## config.mk

```make
export PLATFORM = sky130hd
export DESIGN_NAME = mme_mac
export DESIGN_NICKNAME = d
export VERILOG_FILES = /design/src/sv/mme_pkg.sv /design/src/sv/mme_mac.sv
export SDC_FILE = /design/constraint.sdc
export NUM_CORES = 1
export LEC_CHECK = 0
export BUFFER_PORTS_ARGS = -buffer_cell sky130_fd_sc_hd__buf_2
export CORE_UTILIZATION = 55
export CTS_CLUSTER_SIZE = 40
export DETAILED_ROUTE_END_ITERATION = 10
export PLACE_DENSITY = 0.74
export SYNTH_ARGS = -nofsm -noshare
export SYNTH_HDL_FRONTEND = slang
export SYNTH_SLANG_ARGS = --single-unit
```

## constraint.sdc

```tcl
create_clock -name clk_i -period 5.3 [get_ports clk_i]
set_input_delay 0.53 -clock clk_i [delete_from_list [all_inputs] [get_ports clk_i]]
set_output_delay 0.53 -clock clk_i [all_outputs]
set_load 0.05 [all_outputs]
```

## src/sv/mme_pkg.sv

```systemverilog
// Shared types and constants of the matrix multiply engine.
package mme_pkg;

  localparam int unsigned OP_W     = 2;
  localparam int unsigned ROW_W    = 6;
  localparam int unsigned COL_W    = 6;
  localparam int unsigned VAL_W    = 16;
  localparam int unsigned SIZE_W   = 7;
  localparam int unsigned ACC_W    = 38;
  localparam int unsigned IN_TDATA_W  = 32;
  localparam int unsigned OUT_TDATA_W = 56;

  localparam logic [SIZE_W-1:0] SIZE_RESET = 7'd64;

  typedef enum logic [OP_W-1:0] {
    OP_LOAD_A = 2'd0,
    OP_LOAD_B = 2'd1,
    OP_CALC   = 2'd2
  } op_e;

  // sequencer to multiply-accumulate unit
  typedef struct packed {
    logic clear;
    logic data_valid;
  } mac_ctrl_t;

  typedef struct packed {
    logic busy;
  } mac_stat_t;

endpackage

```

## src/sv/mme_mac.sv

```systemverilog
// Multiply-accumulate unit: registered product, then a wrapping 38-bit accumulate.
module mme_mac #(
  parameter int unsigned ELEMENT_BITS = 16
) (
  input  logic                           clk_i,
  input  logic                           rst_ni,
  input  mme_pkg::mac_ctrl_t             ctrl_i,
  input  logic signed [ELEMENT_BITS-1:0] a_i,
  input  logic signed [ELEMENT_BITS-1:0] b_i,
  output logic [mme_pkg::ACC_W-1:0]      acc_o,
  output mme_pkg::mac_stat_t             stat_o
);
  import mme_pkg::*;

  logic signed [2*ELEMENT_BITS-1:0] prod_q;
  logic                             prod_vld_q;
  logic [ACC_W-1:0]                 acc_q;

  always_ff @(posedge clk_i) begin
    if (ctrl_i.data_valid) begin
      prod_q <= (2*ELEMENT_BITS)'(a_i) * (2*ELEMENT_BITS)'(b_i);
    end
  end

  always_ff @(posedge clk_i or negedge rst_ni) begin
    if (!rst_ni) begin
      prod_vld_q <= 1'b0;
      acc_q      <= '0;
    end else begin
      prod_vld_q <= ctrl_i.data_valid;
      if (ctrl_i.clear) begin
        acc_q <= '0;
      end else if (prod_vld_q) begin
        // signed cast sign-extends (or wraps) the product to accumulator width
        acc_q <= acc_q + ACC_W'(prod_q);
      end
    end
  end

  assign acc_o       = acc_q;
  assign stat_o.busy = prod_vld_q;

endmodule

```

# Yosys cells after proc, flatten, opt, wreduce, memory -nomap -nowiden
# Index checks and enable logic that the tools add are counted.
[totals]
inputBits = 36
reg_bits = 71
elab_cells = 8
output_inout_bits = 39
[op_classes]
addsub = 1
n_reduce_logical = 1
n_mul = 1
muxes = 2
[op_table]
columns = ["operator", "n"]
rows = [
  ["$mux W38", 2],
  ["$add A38 B38 Y38", 1],
  ["$mul A16 B16 Y32", 1],
  ["$reduce_bool A2 Y1", 1],
]

# Logic depth before layout (Yosys ltp)
[depth]
depth_word = 3
ltp_mapped = 24
depth_no_buf = 22

# Worst setup path after synthesis
# Ideal clock, no wire load.
[synth_timing]
path_kind = "in2reg"
from = "input b_i[2]"
to = "register prod_q[30] (data pin)"
arrival_ps = 6063
setup_ps = 266
setup_slack_ps = -1029
stages = 23
required_time_ps = 5034
n_path_buf = 2
cell_sequence = "clkbuf_1 > and2_1 > fa_1 > inv_1 > fa_1 > fa_1 > inv_1 > fa_1 > fa_1 > inv_1 > fa_1 > inv_1 > ha_1 > clkbuf_1 > and3_1 > a221o_1 > a21oi_1 > o21ai_1 > a31oi_1 > o211a_1 > o31ai_1 > o41ai_1 > xnor2_1"
[synth_via]
elab_chain_len = 1
[synth_rtl]
columns = ["element", "line", "rtl"]
rows = [
  ["from (decl)", "mme_mac.sv:9", "input logic signed [ELEMENT_BITS-1:0] b_i,"],
  ["$mul A16 B16 Y32", "mme_mac.sv:21", "prod_q <= (2*ELEMENT_BITS)'(a_i) * (2*ELEMENT_BITS)'(b_i);"],
  ["to (signal assigned)", "mme_mac.sv:21", ""],
  ["to (decl)", "mme_mac.sv:15", "logic signed [2*ELEMENT_BITS-1:0] prod_q;"],
]
# Every way passes these cells.
# A chain may end at the register's enable or synchronous reset.

# Worst setup path in the final report
[layout_timing]
from = "input a_i[4]"
to = "register prod_q[30] (data pin)"
[layout_via]
elab_chain_len = 1
[layout_rtl]
columns = ["element", "line", "rtl"]
rows = [
  ["from (decl)", "mme_mac.sv:8", "input logic signed [ELEMENT_BITS-1:0] a_i,"],
  ["$mul A16 B16 Y32", "mme_mac.sv:21", ""],
]
# Every way passes these cells.

==> results.md <==
* Status: finished, violations left
* Failing checks: setup timing
* Clock sink total at 71
* CP max FO at 6
* Largest area contributor in the netlist: fa_1
* Reg2reg end: acc_o[36]
* Chip width at 162.7 um
* Rows at 58
* GRT Max-Usage Layer: met2
* Antenna cells at 0
* Grt met3 use at 2.012%
* Final Hold Vio Count at 0
* R2R Path Start: acc_o[0]
* Final net count at 2136
* Non-filler cells, final at 2053
* Hold Buf Count CTS at 0
* TritonCTS clock tree: yes
* Crit path to: prod_q[30]
* Post-route setup TNS at -4177 ps
* Cell variety after synth at 60
* Mapped Nets at 1934
* RePlAce Congestion at 0.8823
* 1st-pass router iterations at 5
* Ports at 75
* RSZ-0062 raised after global routing: yes
* H-tree Lvls at 3
* Core box area at 0.02525 sq mm
* Wire per inst at 16.28 um
* Min Tclk post-route at 5830 ps
* GR Util met1 at 33.87%
* Worst Path Arrival at 5910 ps
* Asr flop ratio synth at 54.93%
* Crit. Startpoint: a_i[4]
* CTS clk-pin slew, worst paths at 60 ps
* Highest Clock Rate at 171.5 MHz
* Final worst-path cycle share at 110.0%
* Most frequent cells in the layout: inv_1 (283), fa_1 (246), buf_4 (153)
* Initial antenna violation count at 0
* Max-slew violation count at 0
* Area of the multi-input gates at 0.01140 sq mm
* Startpoint types: input port
* Synthesis warning total at 0
* Slew margin rel. at 36.56%
* Grt total ovfl at 0
* Pin count of the biggest net entering global routing at 44
* Register area at 0.001938 sq mm
* Placed cells at 2018
* PortBufs at 74
* Flop2flop setup slack at 1940 ps
* Least-Margin Pin Slew at 951.7 ps
* DR vias/cell at 5.436
* Seq cells post-synth at 71
* Vias at 11160
* GR met2 Demand/Resource at 46.42%
* Layout cells sized above 1 at 21.53%
* Setup ws final at -529.7 ps
* Clk_lat worst skew at 340 ps
* Initial cell density of the core at 56.24%
* Post-detailed-route count of antenna-violating nets at 0
* First-pass GRT wire length at 55120 um
* CP Class: input port to flip-flop
* Synth top area cells: fa_1 (37%), ha_1 (10%), inv_1 (7.9%), dfrtp_1 (6.9%), edfxtp_1 (6.8%)
* DRC at 0
* HPWL Detailed at 27480 um
* DIE AREA at 0.02647 sq mm
* Post-synthesis cell area at 0.01420 sq mm
* Tot GR Track Use at 26.03%
* Final wirelength at 33420 um
* Commonest non-fill, non-tap cell in the layout: inv_1
* Fin util at 67.36%
* Top FF cell, synth: dfrtp_1
* Root Driver: clkbuf_16
* Worst hold path class: input port to asynchronous set/reset pin
* Clock Path Buffers at 2
* Vias in the first global route at 11590
* Setup violators final at 16
* CTS buffer count at 9
* Worst EP required at 5380 ps
* Register area share after synthesis at 13.64%
* Maxcap violations at 0
* Pre-CTS setup slack at -1071 ps
* Area share of the largest cell type after synthesis at 37.07%
* Fillers at 1967
* Area added between synthesis and finish at 19.77%
* Post-synth EDFFs at 32
* Reg2Reg Depth at 11
* Crit. End Element: flip-flop
* Gate Count Post-Synth at 1516
* Initial DRC count at 613
* Worst Clk Skew at 9.214 ps
* Avg Inst Size Synth at 9.369 sq um
* Chip height at 162.7 um
==> layout make-up <==
| cell class | instances | area share [%] |
|---|---|---|
| repair buffers | 238 | 10.76 |
| clock inverters | 4 | 0.4266 |
| clock buffers | 12 | 1.390 |
| well taps | 330 | 2.427 |
| flip-flops and latches | 71 | 11.39 |
| multi-input cells | 1100 | 67.03 |
| inverters | 298 | 6.575 |
==> synth_stat cells (all sizes together) (4+ instances only) <==
cell type / n
a211oi: 8
a21boi: 5
a21o: 22
a21oi: 64
a31oi: 7
and2: 131
and4: 4
buf: 4
clkbuf: 43
dfrtp: 39
edfxtp: 32
fa: 263
ha: 119
inv: 298
mux2i: 21
nand2: 144
nand2b: 10
nand3: 14
nand3b: 4
nand4: 7
nor2: 84
nor2b: 6
nor3: 16
nor3b: 4
o211ai: 6
o21a: 6
o21ai: 34
o21bai: 13
o31ai: 4
or2: 8
xnor2: 45
xor2: 13
==> metrics by stage <==
stage / instance area (sq um) / hold slack (ps)
after CTS: 16820 / 366.7
after global routing: 17010 / 413.9
final: 17010 / 342.3
after floorplan: 14440 / 234.4
after detailed placement: 16040 / 546.0
after global placement: 16040 / 529.7
==> worst max-delay path, cell delays in order <==
cell and delay [ps]:
buf_4 150, buf_4 130, and2_1 160, fa_1 530
fa_1 430, fa_1 550, fa_1 450, fa_1 490
inv_1 50, fa_1 490, inv_2 50, ha_4 210
and3_4 180, a221o_1 330, a21oi_2 130, o21ai_1 90
a31oi_1 210, o211a_1 230, o31ai_2 90, o41ai_2 330
xnor2_1 110
==> cells by family (layout without fill, tap and decap cells) <==
kind of cell / Yosys count / in the layout / share of synthesized area (%)
simple gates: 442 / 442 / 15.37
fa+ha+maj: 382 / 382 / 47.55
buf+inv: 345 / 552 / 9.126
compound gates: 196 / 196 / 9.153
flops: 71 / 71 / 13.64
xor+xnor: 58 / 58 / 3.576
mux: 22 / 22 / 1.586
==> registers in the layout (all words and copies together) (netlist names) <==
register and count:
stat_o 1, prod_q 32, acc_o 38
==> how the worst min path moves through the flow <==
stage	to	slack (ps)	cells past startpoint	from
floorplan	acc_o[0]	230	0	rst_ni
global placement	acc_o[4]	530	2	acc_o[4]
detailed placement	acc_o[3]	550	2	acc_o[3]
CTS	acc_o[34]	370	1	rst_ni
global route	acc_o[34]	410	1	rst_ni
finish	acc_o[34]	340	1	rst_ni
==> routing by layer <==
metal	routed length [um]	share of wire, %
met1	13670	41
met2	17580	53
met3	1378	4.1
met4	794	2.4
met5	0	0
==> repair_timing <==
action,in CTS,in global routing
buffers inserted,14,6
setup endpoints to repair,15,19
resized for setup,98,47
gates cloned,1,0
pin swaps,67,37
Power is not shown: default switching activity piles up to over one toggle a cycle in this logic, so the estimate is an artifact.
